**src/rtl/core/jse_pkg.sv**
```systemverilog
// Package for the string escaper: byte constants, queue sizing and the
// entry type that passes from the front to the back. No dependencies.
`default_nettype none
package jse_pkg;

	localparam logic [7:0] BSLASH     = 8'h5C;
	localparam logic [7:0] LF         = 8'h0A;
	localparam logic [7:0] CR         = 8'h0D;
	localparam logic [7:0] TAB        = 8'h09;
	localparam logic [7:0] CTRL_LIMIT = 8'h20;
	localparam logic [7:0] ESC_N      = 8'h6E;
	localparam logic [7:0] ESC_R      = 8'h72;
	localparam logic [7:0] ESC_T      = 8'h74;

	localparam logic [7:0]  QUOTE_RESET    = 8'd34;
	localparam logic [15:0] CAPACITY_RESET = 16'hFFFF;

	localparam int QDEPTH = 4;
	localparam int QAW    = $clog2(QDEPTH);

	typedef enum logic {
		CFG_QUOTE_CHAR = 1'b0,
		CFG_CAPACITY   = 1'b1
	} cfg_idx_t;

	typedef enum logic [1:0] {
		K_REPORT = 2'd0,
		K_PLAIN  = 2'd1,
		K_ESC    = 2'd2
	} kind_t;

	// data: plain byte, or second byte of an escape; len: length after first byte
	typedef struct packed {
		kind_t       kind;
		logic [7:0]  data;
		logic [15:0] len;
		logic        trunc;
	} entry_t;

endpackage
`default_nettype wire

```
**src/rtl/core/jse_ifs.sv**
```systemverilog
// Valid/ready channel interfaces for the escaper's text input and escaped
// output words. No dependencies.
`default_nettype none
interface jse_in_if;
	logic       valid;
	logic       ready;
	logic [7:0] in_byte;
	logic       end_marker;

	modport source (output valid, output in_byte, output end_marker, input ready);
	modport sink (input valid, input in_byte, input end_marker, output ready);
endinterface

interface jse_out_if;
	logic        valid;
	logic        ready;
	logic [7:0]  out_byte;
	logic        is_report;
	logic        run_last;
	logic [15:0] total_length;
	logic        truncated;

	modport source (output valid, output out_byte, output is_report, output run_last,
		output total_length, output truncated, input ready);
	modport sink (input valid, input out_byte, input is_report, input run_last,
		input total_length, input truncated, output ready);
endinterface
`default_nettype wire

```
**src/rtl/core/jse_front.sv**
```systemverilog
// Front end: takes text words, classifies each byte, applies the capacity
// rule and keeps the running length. Uses jse_pkg and jse_in_if.
`default_nettype none
module jse_front (
	input  wire logic            clk,
	input  wire logic            arst_n,
	jse_in_if.sink               text,
	input  wire logic            cfg_we,
	input  wire logic            cfg_index,
	input  wire logic [15:0]     cfg_data,
	input  wire logic            q_full,
	output logic                 q_push,
	output jse_pkg::entry_t      q_entry
);
	import jse_pkg::*;

	logic [7:0]  quote_q;
	logic [15:0] cap_q;
	logic [15:0] wc_q;
	logic        stopped_q;

	logic        esc, drop, fit, accept;
	logic [7:0]  b, sec;
	logic [16:0] need;

	always_comb begin
		b    = text.in_byte;
		esc  = 1'b1;
		drop = 1'b0;
		sec  = b;
		priority if (b == BSLASH || b == quote_q) begin
			sec = b;
		end else if (b == LF) begin
			sec = ESC_N;
		end else if (b == CR) begin
			sec = ESC_R;
		end else if (b == TAB) begin
			sec = ESC_T;
		end else begin
			esc  = 1'b0;
			drop = (b < CTRL_LIMIT);
		end
		need = {1'b0, wc_q} + (esc ? 17'd3 : 17'd2);
		fit  = (need <= {1'b0, cap_q});
	end

	assign text.ready = !q_full;
	assign accept     = text.valid && text.ready;
	assign q_push     = accept && (text.end_marker || (!stopped_q && !drop && fit));

	always_comb begin
		q_entry.trunc = 1'b0;
		q_entry.len   = wc_q + 16'd1;
		q_entry.data  = esc ? sec : b;
		q_entry.kind  = esc ? K_ESC : K_PLAIN;
		if (text.end_marker) begin
			q_entry.kind  = K_REPORT;
			q_entry.data  = 8'd0;
			q_entry.len   = wc_q;
			q_entry.trunc = stopped_q;
		end
	end

	always_ff @(posedge clk or negedge arst_n) begin
		if (!arst_n) begin
			quote_q <= QUOTE_RESET;
			cap_q   <= CAPACITY_RESET;
		end else if (cfg_we) begin
			unique case (cfg_idx_t'(cfg_index))
				CFG_QUOTE_CHAR: quote_q <= cfg_data[7:0];
				CFG_CAPACITY:   cap_q   <= cfg_data;
				default:        ;
			endcase
		end
	end

	always_ff @(posedge clk or negedge arst_n) begin
		if (!arst_n) begin
			wc_q      <= '0;
			stopped_q <= 1'b0;
		end else if (accept) begin
			if (text.end_marker) begin
				wc_q      <= '0;
				stopped_q <= 1'b0;
			end else if (!stopped_q && !drop) begin
				if (!fit) begin
					stopped_q <= 1'b1;
				end else begin
					wc_q <= wc_q + (esc ? 16'd2 : 16'd1);
				end
			end
		end
	end

endmodule
`default_nettype wire

```
**src/rtl/core/jse_queue.sv**
```systemverilog
// Short FIFO of classified entries between front and back.
// Uses jse_pkg for the entry type and depth.
`default_nettype none
module jse_queue (
	input  wire logic            clk,
	input  wire logic            arst_n,
	input  wire logic            push,
	input  wire jse_pkg::entry_t push_entry,
	output logic                 full,
	input  wire logic            pop,
	output jse_pkg::entry_t      head,
	output logic                 nempty
);
	import jse_pkg::*;

	entry_t        mem_q [QDEPTH];
	logic [QAW-1:0] wr_q, rd_q;
	logic [QAW:0]   cnt_q;

	assign full   = (cnt_q == (QAW+1)'(QDEPTH));
	assign nempty = (cnt_q != '0);
	assign head   = mem_q[rd_q];

	always_ff @(posedge clk) begin
		if (push) begin
			mem_q[wr_q] <= push_entry;
		end
	end

	always_ff @(posedge clk or negedge arst_n) begin
		if (!arst_n) begin
			wr_q  <= '0;
			rd_q  <= '0;
			cnt_q <= '0;
		end else begin
			if (push) wr_q <= wr_q + QAW'(1);
			if (pop)  rd_q <= rd_q + QAW'(1);
			unique case ({push, pop})
				2'b10:   cnt_q <= cnt_q + (QAW+1)'(1);
				2'b01:   cnt_q <= cnt_q - (QAW+1)'(1);
				default: ;
			endcase
		end
	end

endmodule
`default_nettype wire

```
**src/rtl/core/jse_back.sv**
```systemverilog
// Back end: expands queue entries into output words, one byte per word,
// through a registered output. Uses jse_pkg and jse_out_if.
`default_nettype none
module jse_back (
	input  wire logic            clk,
	input  wire logic            arst_n,
	input  wire jse_pkg::entry_t head,
	input  wire logic            nempty,
	output logic                 pop,
	jse_out_if.source            escaped
);
	import jse_pkg::*;

	logic        ov_q;
	logic [7:0]  ob_q;
	logic        orep_q, olast_q, otr_q;
	logic [15:0] olen_q;

	// second byte of an escape waiting for the output register
	logic        pend_q;
	logic [7:0]  pb_q;
	logic [15:0] plen_q;

	logic can_load;

	assign can_load = !ov_q || escaped.ready;
	assign pop      = can_load && !pend_q && nempty;

	assign escaped.valid        = ov_q;
	assign escaped.out_byte     = ob_q;
	assign escaped.is_report    = orep_q;
	assign escaped.run_last     = olast_q;
	assign escaped.total_length = olen_q;
	assign escaped.truncated    = otr_q;

	always_ff @(posedge clk or negedge arst_n) begin
		if (!arst_n) begin
			ov_q   <= 1'b0;
			pend_q <= 1'b0;
		end else if (can_load) begin
			if (pend_q) begin
				ov_q   <= 1'b1;
				pend_q <= 1'b0;
			end else begin
				ov_q   <= nempty;
				pend_q <= nempty && (head.kind == K_ESC);
			end
		end
	end

	always_ff @(posedge clk) begin
		if (can_load) begin
			if (pend_q) begin
				ob_q    <= pb_q;
				orep_q  <= 1'b0;
				olast_q <= 1'b1;
				olen_q  <= plen_q;
				otr_q   <= 1'b0;
			end else if (nempty) begin
				olen_q <= head.len;
				otr_q  <= head.trunc;
				pb_q   <= head.data;
				plen_q <= head.len + 16'd1;
				unique case (head.kind)
					K_ESC: begin
						ob_q    <= BSLASH;
						orep_q  <= 1'b0;
						olast_q <= 1'b0;
					end
					K_PLAIN: begin
						ob_q    <= head.data;
						orep_q  <= 1'b0;
						olast_q <= 1'b1;
					end
					default: begin
						ob_q    <= head.data;
						orep_q  <= 1'b1;
						olast_q <= 1'b1;
					end
				endcase
			end
		end
	end

endmodule
`default_nettype wire

```
**src/rtl/core/js_string_escape_top.sv**
```systemverilog
// Top level of the script string escaper: front end, entry queue, back end.
// Uses jse_pkg, jse_ifs, jse_front, jse_queue and jse_back.
//
// Text words enter on text, escaped words leave on escaped, one byte each.
// A plain byte or an end report gives one word, a two-byte escape gives two
// words through the single-byte output register; the back end pops no
// new entry until the second byte is loaded. Dropped bytes and bytes after
// truncation are accepted but give no word. A four-entry queue parts input
// from output, so input keeps flowing while output stalls until the queue
// fills. Write quote_char (index 0) and capacity (index 1) only while idle.
`default_nettype none
module js_string_escape_top (
	input  wire logic        clk,
	input  wire logic        arst_n,
	jse_in_if.sink           text,
	jse_out_if.source        escaped,
	input  wire logic        cfg_we,
	input  wire logic        cfg_index,
	input  wire logic [15:0] cfg_data
);
	import jse_pkg::*;

	entry_t q_entry, head;
	logic   q_push, q_full, pop, nempty;

	jse_front u_front (
		.clk      (clk),
		.arst_n   (arst_n),
		.text     (text),
		.cfg_we   (cfg_we),
		.cfg_index(cfg_index),
		.cfg_data (cfg_data),
		.q_full   (q_full),
		.q_push   (q_push),
		.q_entry  (q_entry)
	);

	jse_queue u_queue (
		.clk       (clk),
		.arst_n    (arst_n),
		.push      (q_push),
		.push_entry(q_entry),
		.full      (q_full),
		.pop       (pop),
		.head      (head),
		.nempty    (nempty)
	);

	jse_back u_back (
		.clk    (clk),
		.arst_n (arst_n),
		.head   (head),
		.nempty (nempty),
		.pop    (pop),
		.escaped(escaped)
	);

endmodule
`default_nettype wire

```
**src/flat_wrapper.sv**
```systemverilog
// flat-port wrapper written by rule: the top's interface ports become plain ports
module js_string_escape_top_flat import jse_pkg::*;
  (clk, arst_n, cfg_we, cfg_index, cfg_data, text_valid, text_in_byte, text_end_marker, text_ready, escaped_valid, escaped_out_byte, escaped_is_report, escaped_run_last, escaped_total_length, escaped_truncated, escaped_ready);
  jse_in_if text_i ();
  jse_out_if escaped_i ();
  input  wire logic clk;
  input  wire logic arst_n;
  input  wire logic cfg_we;
  input  wire logic cfg_index;
  input  wire logic [15:0] cfg_data;
  input wire logic [$bits(text_i.valid)-1:0] text_valid;
  input wire logic [$bits(text_i.in_byte)-1:0] text_in_byte;
  input wire logic [$bits(text_i.end_marker)-1:0] text_end_marker;
  output wire logic [$bits(text_i.ready)-1:0] text_ready;
  output wire logic [$bits(escaped_i.valid)-1:0] escaped_valid;
  output wire logic [$bits(escaped_i.out_byte)-1:0] escaped_out_byte;
  output wire logic [$bits(escaped_i.is_report)-1:0] escaped_is_report;
  output wire logic [$bits(escaped_i.run_last)-1:0] escaped_run_last;
  output wire logic [$bits(escaped_i.total_length)-1:0] escaped_total_length;
  output wire logic [$bits(escaped_i.truncated)-1:0] escaped_truncated;
  input wire logic [$bits(escaped_i.ready)-1:0] escaped_ready;
  assign text_i.valid = text_valid;
  assign text_i.in_byte = text_in_byte;
  assign text_i.end_marker = text_end_marker;
  assign text_ready = text_i.ready;
  assign escaped_valid = escaped_i.valid;
  assign escaped_out_byte = escaped_i.out_byte;
  assign escaped_is_report = escaped_i.is_report;
  assign escaped_run_last = escaped_i.run_last;
  assign escaped_total_length = escaped_i.total_length;
  assign escaped_truncated = escaped_i.truncated;
  assign escaped_i.ready = escaped_ready;
  js_string_escape_top u_core (.clk(clk), .arst_n(arst_n), .text(text_i), .escaped(escaped_i), .cfg_we(cfg_we), .cfg_index(cfg_index), .cfg_data(cfg_data));
endmodule
```
**config.mk**
```make
export PLATFORM = sky130hd
export DESIGN_NAME = js_string_escape_top_flat
export DESIGN_NICKNAME = d
export VERILOG_FILES = /design/src/rtl/core/jse_pkg.sv /design/src/rtl/core/jse_ifs.sv /design/src/rtl/core/jse_front.sv /design/src/rtl/core/jse_queue.sv /design/src/rtl/core/jse_back.sv /design/src/rtl/core/js_string_escape_top.sv /design/src/flat_wrapper.sv
export SDC_FILE = /design/constraint.sdc
export NUM_CORES = 1
export LEC_CHECK = 0
export BUFFER_PORTS_ARGS = -buffer_cell sky130_fd_sc_hd__buf_2
export CAP_MARGIN = 20
export CORE_MARGIN = 1.5
export CORE_UTILIZATION = 45
export CTS_BUF_LIST = sky130_fd_sc_hd__clkbuf_4 sky130_fd_sc_hd__clkbuf_8
export CTS_CLUSTER_SIZE = 16
export DETAILED_ROUTE_END_ITERATION = 10
export SLEW_MARGIN = 0
export SYNTH_ARGS = -nofsm -noshare
export SYNTH_HDL_FRONTEND = slang
export SYNTH_SLANG_ARGS = --single-unit
```
**constraint.sdc**
```tcl
create_clock -name clk -period 5.3 [get_ports clk]
set_clock_uncertainty 0.2 [all_clocks]
set_input_delay 0.265 -clock clk [delete_from_list [all_inputs] [get_ports clk]]
set_output_delay 0.265 -clock clk [all_outputs]
set_load 0.01 [all_outputs]
```
# == After elaboration in Yosys (flattened, before gate mapping) ==
# Memories as Yosys holds them, arrays and structs flattened.
# Index checks and enable logic that the tools add are counted.
# word_totals
ff_bits,101
mem_bits_rw,108
input_bits,31
output_inout_bits,29
word_cells,105
memories,1
# mem_list
name,depth,width,read_ports,rd_ports_with_merged_regs,write_ports,line,source
u_core.u_queue.mem_q,4,27,1,0,1,jse_queue.sv:16,entry_t mem_q [QDEPTH];
# op_classes
n_addsub,8
n_lt_le_gt_ge,2
n_eq_ne,11
muxes,38
bitwise,2
n_reduce_logical,27
# op_table
cell,count
$mux 16,5
$mux 8,8
$add 16x1->16 const B,2
$mux 27,1
$eq 8x4->1 const B,3
$mux 1,21
$add 16x2->17,1
$le 17x16->1,1
$add 16x2->16,1
$reduce_and 3->1,3
$eq 8x7->1 const B,1
$eq 8x8->1,1
$lt 8x6->1 const B,1
$reduce_bool 2->1,4
$logic_and 1x1->1,7
$pmux 3 s2,1
$reduce_and 2->1,3
$logic_not 1->1,5
$add 2x1->2 const B,2
$eq 2x1->1 const B,2
$eq 2x2->1 const B,2
$mux 2,2
$add 3x1->3 const B,1
$eq 3x3->1 const B,1
other kinds (6),9

# == Longest topological paths before layout ==
# Gate-level depths: netlist of run 1.
# depth
depth_word,13
depth_mapped,26

# == Cells and area by module ==
# From an unflattened synthesis of run 1, not the netlist that was laid out.
# hier_totals
hier_cells,695
area_unflattened_um2,9967.1
# modules_own_cells
mod,n_inst,cells_per_inst,area_each_um2,seq_area_each_um2
jse_queue,1,174,4296.6,3418.3
jse_front,1,373,3392.0,1048.5
jse_back,1,148,2278.4,1581.5

# == Worst setup path before layout of run 1 ==
# Ideal clock, no wire load.
# synth_path
kind,reg2reg
from,register u_core.u_front.quote_q[5]
to,memory u_core.u_queue.mem_q[0][0] (netlist name) (enable)
setup_ns,0.386
arrival_time_ns,4.153
path_slack_ns,0.561
path_stages_with_launch,19
n_path_buf,1
period_less_slack_ns,4.739
cell_sequence,dfstp_2 -> xnor2_1 -> nand4_1 -> nor2_1 -> a41o_1 -> or2_2 -> ha_1 -> inv_1 -> ha_1 -> buf_4 -> nor3_1 -> xor2_1 -> ha_1 -> and3_4 -> a221o_1 -> a31oi_2 -> a21boi_0 -> o31a_1 -> and2_1
# synth_via
elab_chain_len,11
# synth_lines
item,line,source
from (decl),jse_front.sv:17,logic [7:0] quote_q;
from (signal assigned),jse_front.sv:70,CFG_QUOTE_CHAR: quote_q <= cfg_data[7:0];
$eq 8x8->1 (*),jse_front.sv:31,priority if (b == BSLASH || b == quote_q) begin
$logic_or 1x1->1 (*),jse_front.sv:31,
$mux 1,jse_front.sv:31,
$mux 1,jse_front.sv:43,"need = {1'b0, wc_q} + (esc ? 17'd3 : 17'd2);"
$add 16x2->17,jse_front.sv:43,
$le 17x16->1,jse_front.sv:44,"fit = (need <= {1'b0, cap_q});"
$logic_and 1x1->1 (*),jse_front.sv:49,assign q_push = accept && (text.end_marker || (!stopped_q && !drop && fit));
$logic_or 1x1->1 (*),jse_front.sv:49,
$logic_and 1x1->1 (*),jse_front.sv:49,
$mux 1 (*),jse_queue.sv:25,if (push) begin
$mux 1 (implied by the code) (*),jse_queue.sv:26,mem_q[wr_q] <= push_entry;
to (decl),jse_queue.sv:16,
# Mark *: on every way between the ends. The rest lies on a longest branch, timed or not.

# == Worst setup path in the final report of run 1 ==
# layout_path
from,register u_core.u_front.quote_q[1]
to,register u_core.u_queue.cnt_q[2]
# layout_via
elab_chain_len,11
# layout_lines
item,line,source
$eq 8x8->1 (*),jse_front.sv:31,
$logic_or 1x1->1 (*),jse_front.sv:31,
$mux 1,jse_front.sv:31,
$mux 1,jse_front.sv:43,
$add 16x2->17,jse_front.sv:43,
$le 17x16->1,jse_front.sv:44,
$logic_and 1x1->1 (*),jse_front.sv:49,
$logic_or 1x1->1 (*),jse_front.sv:49,
$logic_and 1x1->1 (*),jse_front.sv:49,
$eq 2x1->1 or $eq 2x2->1 (tied branches),jse_queue.sv:38,"unique case ({push, pop})"
$pmux 3 s2 or $reduce_bool 2->1 (tied branches),-,
to (signal assigned),jse_queue.sv:39,2'b10: cnt_q <= cnt_q + (QAW+1)'(1);
to (signal assigned),jse_queue.sv:40,2'b01: cnt_q <= cnt_q - (QAW+1)'(1);
to (decl),jse_queue.sv:18,logic [QAW:0] cnt_q;
# Marks and branches as above.
# A chain may end at the register's enable or synchronous reset.

==> results of run 1 <==
-- per-layer routing --
| metal | share of wire | wire length (um) | up-vias | track usage |
|---|---|---|---|---|
| li1 | - | - | 2876 | - |
| met1 | 0.45 | 8830 | 3039 | 0.244 |
| met2 | 0.49 | 9690 | 156 | 0.307 |
| met3 | 0.044 | 877 | 36 | 0.0334 |
| met4 | 0.021 | 415 | 0 | 0.0670 |
| met5 | 0 | 0 | - | 0 |
-- placed cells by master (no fill, tap or decap), types with 10 or more instances in the layout --
master and n:
sky130_fd_sc_hd__xor2_1 20, sky130_fd_sc_hd__buf_2 59, sky130_fd_sc_hd__nor3_1 16, sky130_fd_sc_hd__inv_1 39
sky130_fd_sc_hd__dlygate4sd3_1 19, sky130_fd_sc_hd__a21oi_1 12, sky130_fd_sc_hd__ha_1 27, sky130_fd_sc_hd__nor2_1 34
sky130_fd_sc_hd__nand3_1 15, sky130_fd_sc_hd__xnor2_1 37, sky130_fd_sc_hd__and2_1 10, sky130_fd_sc_hd__nor2b_1 10
sky130_fd_sc_hd__clkbuf_4 10, sky130_fd_sc_hd__nand2_1 56, sky130_fd_sc_hd__dfstp_2 18, sky130_fd_sc_hd__o21ai_0 19
sky130_fd_sc_hd__dfrtp_1 32, sky130_fd_sc_hd__nand4_1 18, sky130_fd_sc_hd__clkbuf_8 39, sky130_fd_sc_hd__edfxtp_1 159
sky130_fd_sc_hd__mux2_2 41, sky130_fd_sc_hd__mux4_2 26, sky130_fd_sc_hd__buf_4 22
-- sequential cells by signal (all words and copies together) (netlist names) --
register,flops
u_core.u_back.escaped.is_report,1
u_core.u_back.escaped.out_byte,8
u_core.u_back.escaped.run_last,1
u_core.u_back.escaped.total_length,16
u_core.u_back.escaped.truncated,1
u_core.u_back.escaped.valid,1
u_core.u_back.pb_q,8
u_core.u_back.pend_q,1
u_core.u_back.plen_q,16
u_core.u_front.cap_q,16
u_core.u_front.quote_q,8
u_core.u_front.stopped_q,1
u_core.u_front.wc_q,16
u_core.u_queue.cnt_q,3
u_core.u_queue.mem_q,108
u_core.u_queue.rd_q,2
u_core.u_queue.wr_q,2
-- area by class of cell --
class / count / area [um^2] / area share
timing repair buffer: 102 / 691 / 0.0603
multi-input combinational: 431 / 3510 / 0.306
clock inverter: 16 / 109 / 0.00950
sequential: 209 / 6050 / 0.528
tap: 275 / 344 / 0.0300
inverter: 40 / 150 / 0.0131
clock buffer: 49 / 612 / 0.0534
-- repair_timing --
| action | in CTS | in global routing |
|---|---|---|
| setup buffers | 0 | 3 |
| hold endpoints to repair | 62 | 0 |
| hold buffers | 19 | 0 |
| setup endpoints to repair | 0 | 31 |
| gates resized for setup | 0 | 4 |
-- how the worst min path moves through the flow --
stage	to	slack, ns	depth (start not counted)	startpoint
after CTS	u_core.u_queue.mem_q[3][22]	0.02	3	text_in_byte[5]
after global placement	u_core.u_back.escaped.valid	0.22	2	arst_n
after detailed placement	u_core.u_front.wc_q[12]	0.25	2	arst_n
final	u_core.u_queue.mem_q[2][22]	0.05	3	text_in_byte[5]
after floorplan	u_core.u_back.escaped.valid	-0.23	0	arst_n
after global routing	u_core.u_queue.mem_q[2][22]	0.05	3	text_in_byte[5]
-- Yosys cell counts, types with 6 or more instances --
| cell type | count | area (um^2) |
|---|---|---|
| sky130_fd_sc_hd__xnor2_1 | 37 | 324 |
| sky130_fd_sc_hd__a21oi_1 | 12 | 60.1 |
| sky130_fd_sc_hd__nand2_1 | 56 | 210 |
| sky130_fd_sc_hd__nor4_1 | 8 | 50.1 |
| sky130_fd_sc_hd__nand4_1 | 18 | 113 |
| sky130_fd_sc_hd__nor2_1 | 36 | 135 |
| sky130_fd_sc_hd__nand3_1 | 15 | 75.1 |
| sky130_fd_sc_hd__and3_1 | 8 | 50.1 |
| sky130_fd_sc_hd__mux2_2 | 41 | 462 |
| sky130_fd_sc_hd__ha_1 | 28 | 350 |
| sky130_fd_sc_hd__xor2_1 | 20 | 175 |
| sky130_fd_sc_hd__dfrtp_1 | 32 | 801 |
| sky130_fd_sc_hd__nor2b_1 | 10 | 62.6 |
| sky130_fd_sc_hd__dfstp_2 | 18 | 473 |
| sky130_fd_sc_hd__o311ai_0 | 6 | 52.6 |
| sky130_fd_sc_hd__nor3_1 | 18 | 90.1 |
| sky130_fd_sc_hd__and2_1 | 10 | 62.6 |
| sky130_fd_sc_hd__edfxtp_1 | 159 | 4770 |
| sky130_fd_sc_hd__mux4_2 | 26 | 586 |
| sky130_fd_sc_hd__o21ai_0 | 19 | 95.1 |
| sky130_fd_sc_hd__buf_2 | 9 | 45.0 |
| sky130_fd_sc_hd__clkbuf_1 | 24 | 90.1 |
| sky130_fd_sc_hd__inv_1 | 39 | 146 |
-- power by group through the flow --
stage	clock, mW	combinational (mW)	sequential [mW]
CTS	1.49	1.96	2.67
floorplan	0	1.36	2.68
detailed placement	0	1.93	2.70
global route	1.56	2.16	2.72
global placement	0	1.88	2.67
finish	1.45	1.93	2.66
-- worst max-delay path, delay by kind of cell, from the launching register on --
kind,cells,cell delay (ns)
adder cells (fa/ha/maj),5,1.23
flip-flops,1,0.53
XOR/XNOR,4,0.55
buffers and inverters,3,0.23
AND/OR/NAND/NOR,6,0.84
AO/OA/AOI/OAI,5,1.27
-- logic make-up (layout without fill, tap and decap cells) --
| logic type | count (synthesis) | after routing | share of synthesized area |
|---|---|---|---|
| AND/OR/NAND/NOR | 204 | 204 | 0.105 |
| XOR/XNOR | 57 | 57 | 0.0506 |
| buffers and inverters | 79 | 207 | 0.0331 |
| multiplexers | 68 | 68 | 0.107 |
| adder cells (fa/ha/maj) | 30 | 30 | 0.0396 |
| flip-flops | 209 | 209 | 0.613 |
| AO/OA/AOI/OAI | 72 | 72 | 0.0511 |
-- stage by stage --
step / instance area, um^2 / worst slack [ns] / cells
floorplan: 9860 / 0.561 / 719
detailed placement: 10500 / 0.223 / 1035
global placement: 10500 / 0.415 / 1035
global route: 11500 / 0.00388 / 1122
CTS: 11400 / 0.128 / 1119
finish: 11500 / 0.325 / 1122
==> impl_metrics.py, run 1 <==
metrics = {
    "cts": {
        "clkTransAtPathRegs_ns": 0.06,
        "clock_path_buffers": 3,
        "cts_buffers": 36,
        "clock_sinks": 209,
        "root_buffer_cell": "sky130_fd_sc_hd__clkbuf_8",
        "worstSkewPairLatency_ns": 0.53,
        "h-tree-depth": 2,
        "cts_tree": "done",
    },
    "final_layout": {
        "postLayoutCoreUtil": 0.538,
        "drive_above_1_share": 0.285,
        "fin_nets": 881,
        "n_antenna_cell": 0,
        "fillers": 1803,
        "syn_to_final_growth_pct": 16.2,
    },
    "logic_synthesis": {
        "synthesis.instances": 719,
        "synth_fp_nets": 780,
        "synth_cell_type_count": 62,
        "seq_area_frac_synth": 0.613,
        "postSynth.asyncResetShare": 0.239,
        "synthesis.area_mm2": 0.00986,
        "mean_post_synth_cell_area_um2": 13.7,
        "synth-edff-count": 159,
        "synthFlopType": "sky130_fd_sc_hd__edfxtp_1",
        "synth_seq_cells": 209,
        "yosysWarningCount": 0,
    },
    "worst_setup_path": {
        "crit_path_max_delay_cell_type": "sky130_fd_sc_hd__dfstp_2",
        "timing.critical_path.cells": "xnor2_1, nand4_1, nor2_2, a41o_1, or2_2, ha_1, inv_1, ha_2, nor3_2, xor2_1, ha_1, and3_4, a221o_1, a31oi_2, a21boi_1, o31a_1, inv_1, ha_1, inv_1, fa_1, xor2_1, nor2_1, xor2_1",
        "largest_incremental_delay_on_the_critical_path_ns": 0.53,
        "cp-start-kind": "flip-flop",
        "reg2reg_from": "u_core.u_front.quote_q[1]",
        "crit-reg2reg-capture": "u_core.u_queue.cnt_q[2]",
        "crit_type": "reg -> reg",
        "critical_path.endpoint": "u_core.u_queue.cnt_q[2]",
        "arrival_ns": 5.18,
        "reg2reg_setup_slack_ns": 0.33,
        "cp-startpoint": "u_core.u_front.quote_q[1]",
        "worst-r2r-cell-count": 23,
        "setup.worst_path.end_class": "flip-flop",
        "crit_required_ns": 5.50,
        "critical_path.max_fanout": 7,
    },
    "power": {
        "total_power_mw": 6.04,
        "clock_power_share": 0.239,
        "power.density_mw_per_mm2": 527,
        "p_int_mw": 4.12,
        "ir_drop_v": 0.000204,
        "leakagePower_nw": 4.38,
        "swShare": 0.318,
        "combPwrFrac": 0.320,
        "power.net_switching_mw": 1.92,
        "power.share.sequential": 0.441,
    },
    "sta": {
        "worst_hold_slack_ns": 0.0511,
        "rsz0062_at_grt": "no",
        "timing.setup.tns_ns": 0,
        "final.min_clock_period_ns": 4.97,
        "finalHoldViolations": 0,
        "max_freq_mhz": 201,
        "maxSlewViolCount": 0,
        "layout_worst_path_cycle_share": 0.939,
        "max_slew.worst_pin.slew_ns": 0.721,
        "relative_slew_slack": 0.519,
        "final_setup_vio_count": 0,
    },
    "route": {
        "wl_per_cell_um": 17.7,
        "detailedRoute.firstPassIterationCount": 4,
        "num_vias": 6107,
        "route.final.wire_length_mm": 19.8,
        "route.detailed.vias_per_inst": 5.44,
        "drtAntennaViolNets": 0,
        "drc": 0,
        "detailedRoute.firstIterationViolations": 439,
    },
    "die": {
        "fp.dieArea_mm2": 0.0228,
        "start_util": 0.463,
        "die_w_um": 151,
        "pin_count": 60,
        "core.rowCount": 53,
        "die_h_um": 151,
        "core_mm2": 0.0213,
    },
    "global_routing": {
        "first_pass_grt_wire_length_mm": 32.6,
        "grt_antenna_before_repair": 0,
        "globalRoute.totalOverflow": 0,
        "grt_pass1_vias": 6378,
        "grt_start_max_net_pins": 51,
        "track_usage": 0.185,
    },
    "place": {
        "io_buffer_count": 59,
        "final_wtd_congestion": 0.899,
        "detailed_place_hpwl_mm": 13.4,
    },
    "outcome": {
        "outcome": "finished, final reports clean",
    },
    "min_path": {
        "hold_path.class": "in -> reg",
    },
    "run": {
        "cap_viol_max_count": 0,
    },
}
(Power assumes the default switching activity.)
==> run 2: changes to the inputs <==
--- a/config.mk
+++ b/config.mk
@@ -9,7 +9,7 @@
 export CAP_MARGIN = 20
 export CORE_MARGIN = 1.5
 export CORE_UTILIZATION = 45
-export CTS_BUF_LIST = sky130_fd_sc_hd__clkbuf_4 sky130_fd_sc_hd__clkbuf_8
+export CTS_BUF_LIST = sky130_fd_sc_hd__clkbuf_4
 export CTS_CLUSTER_SIZE = 16
 export DETAILED_ROUTE_END_ITERATION = 10
 export SLEW_MARGIN = 0
==> impl_metrics.py, run 2 (synthesis gave the netlist of run 1 again) <==
metrics = {
    "cts": {
        "clkTransAtPathRegs_ns": 0.06,
        "cts_buffers": 55,
        "cts_tree": "done",
        "clock_sinks": 209,
        "h-tree-depth": 2,
        "worstSkewPairLatency_ns": 0.66,
        "root_buffer_cell": "sky130_fd_sc_hd__clkbuf_4",
        "clock_path_buffers": 3,
    },
    "sta": {
        "max_freq_mhz": 204,
        "layout_worst_path_cycle_share": 0.924,
        "maxSlewViolCount": 0,
        "final.setup.worst_slack_ns": 0.405,
        "timing.setup.tns_ns": 0,
        "relative_slew_slack": 0.531,
        "max_slew.worst_pin.slew_ns": 0.703,
        "rsz0062_at_grt": "no",
        "final.min_clock_period_ns": 4.89,
        "finalHoldViolations": 0,
        "final_setup_vio_count": 0,
    },
    "die": {
        "pin_count": 60,
        "core_mm2": 0.0213,
        "core.rowCount": 53,
        "die_w_um": 151,
        "fp.dieArea_mm2": 0.0228,
        "die_h_um": 151,
        "start_util": 0.463,
    },
    "worst_setup_path": {
        "critical_path.max_fanout": 7,
        "largest_incremental_delay_on_the_critical_path_ns": 0.53,
        "crit_cells": 23,
        "crit_path_max_delay_cell_type": "sky130_fd_sc_hd__dfstp_2",
        "critPathTopFamily": "compound AO/OA/AOI/OAI gates",
        "arrival_ns": 5.23,
        "timing.critical_path.cells": "xnor2_1, nand4_1, nor2_2, a41o_1, or2_2, ha_1, inv_1, ha_2, nor3_2, xor2_1, ha_1, and3_4, a221o_1, a31oi_2, a21boi_1, o31a_1, inv_1, ha_1, inv_1, fa_1, xor2_1, nor2_1, xor2_1",
        "worstPathBufferInverterCount": 3,
        "crit_required_ns": 5.64,
        "setup.worst_path.end_class": "flip-flop",
        "cp-start-kind": "flip-flop",
        "crit_type": "reg -> reg",
        "worst-r2r-cell-count": 23,
    },
    "final_layout": {
        "finish.instance_area_mm2": 0.0116,
        "drive_above_1_share": 0.299,
        "final_cell_mix": "sky130_fd_sc_hd__edfxtp_1, sky130_fd_sc_hd__clkbuf_4, sky130_fd_sc_hd__buf_2, sky130_fd_sc_hd__nand2_1, sky130_fd_sc_hd__mux2_2",
        "max_reg_flops": 108,
        "mostFrequentLayoutCell": "sky130_fd_sc_hd__edfxtp_1",
        "fin_nets": 911,
        "top_register": "u_core.u_queue.mem_q",
        "syn_to_final_growth_pct": 17.2,
    },
    "global_routing": {
        "grt_antenna_before_repair": 1,
        "first_pass_grt_wire_length_mm": 32.6,
        "grt_start_max_net_pins": 51,
        "grt_pass1_vias": 6510,
        "globalRoute.totalOverflow": 0,
        "track_usage": 0.184,
    },
    "min_path": {
        "hold_path.class": "in -> async",
    },
    "route": {
        "num_vias": 6190,
        "wl_per_cell_um": 16.9,
        "drtAntennaViolNets": 0,
        "route.detailed.vias_per_inst": 5.30,
        "route.final.wire_length_mm": 19.7,
        "drc": 0,
        "detailedRoute.firstIterationViolations": 487,
        "detailedRoute.firstPassIterationCount": 6,
    },
    "place": {
        "detailed_place_hpwl_mm": 13.4,
        "final_wtd_congestion": 0.899,
        "io_buffer_count": 59,
        "dp_worst_setup_slack_ns": 0.223,
        "place_area_mm2": 0.0105,
    },
    "power": {
        "ir_drop_v": 0.000195,
        "leakagePower_nw": 4.46,
        "power.density_mw_per_mm2": 515,
    },
    "outcome": {
        "outcome": "finished, final reports clean",
    },
    "run": {
        "cap_viol_max_count": 0,
    },
}
## run 2: cell types whose count changed in the layout (fill, tap and decap cells not counted)
cell,before,now
sky130_fd_sc_hd__clkinv_2,5,2
sky130_fd_sc_hd__diode_2,0,1
sky130_fd_sc_hd__dlygate4sd3_1,19,30
sky130_fd_sc_hd__inv_8,1,0
sky130_fd_sc_hd__clkinv_1,8,16
sky130_fd_sc_hd__clkbuf_8,39,0
sky130_fd_sc_hd__clkbuf_4,10,79
## run 2: worst min-delay path, delay by kind of cell
family                 cells  cell delay, ns
buffers and inverters      3            1.13
## run 2: layout make-up
cell class,instances,area [um^2]
fillers,1794,9730
flip-flops and latches,209,6050
clock buffers,79,593
repair buffers,113,801
inverters,40,150
multi-input cells,431,3510
clock inverters,20,113
diodes,1,2.50
well taps,275,344
## run 2: stage by stage
step	hold WS [ns]	std cells	power, mW	util
after global routing	0.0987	1168	6.38	0.543
after floorplan	-0.231	719	4.04	-
final	0.0625	1168	5.95	0.543
after global placement	0.225	1035	4.55	0.494
after CTS	0.0574	1164	6.03	0.541
after detailed placement	0.254	1035	4.63	0.494
## run 2: worst paths after layout
path	endpoint	from	slack (ns)
min in group clk	u_core.u_front.cap_q[15]	cfg_data[15]	0.18
max reg2reg	u_core.u_queue.cnt_q[2]	u_core.u_front.quote_q[1]	0.41
max in group asynchronous	u_core.u_front.wc_q[10]	arst_n	4.30
min	u_core.u_back.escaped.valid	arst_n	0.06
max	u_core.u_queue.cnt_q[2]	u_core.u_front.quote_q[1]	0.41
min reg2reg	u_core.u_back.escaped.out_byte[4]	u_core.u_back.pb_q[4]	0.32
## run 2: what timing repair did
item | CTS | global route
hold buffers | 30 | 0
hold endpoints to repair | 113 | 0
setup buffers | 0 | 3
gates resized for setup | 0 | 4
endpoints found under the setup margin | 0 | 31
## run 2: power by group
part           switching, mW  leakage [nW]  internal [mW]
clock                  0.622         0.414          0.735
combinational           1.07          1.97          0.863
sequential             0.204          2.08           2.46
total                   1.90          4.46           4.05
## run 2: per-layer routing
layer | vias to the layer above | global-route usage | share of wire | wire length (um)
met5 | - | 0 | 0 | 0
met4 | 0 | 0.0709 | 0.015 | 295
met3 | 26 | 0.0401 | 0.049 | 964
met2 | 152 | 0.305 | 0.49 | 9710
met1 | 3034 | 0.238 | 0.44 | 8740
li1 | 2978 | - | - | -
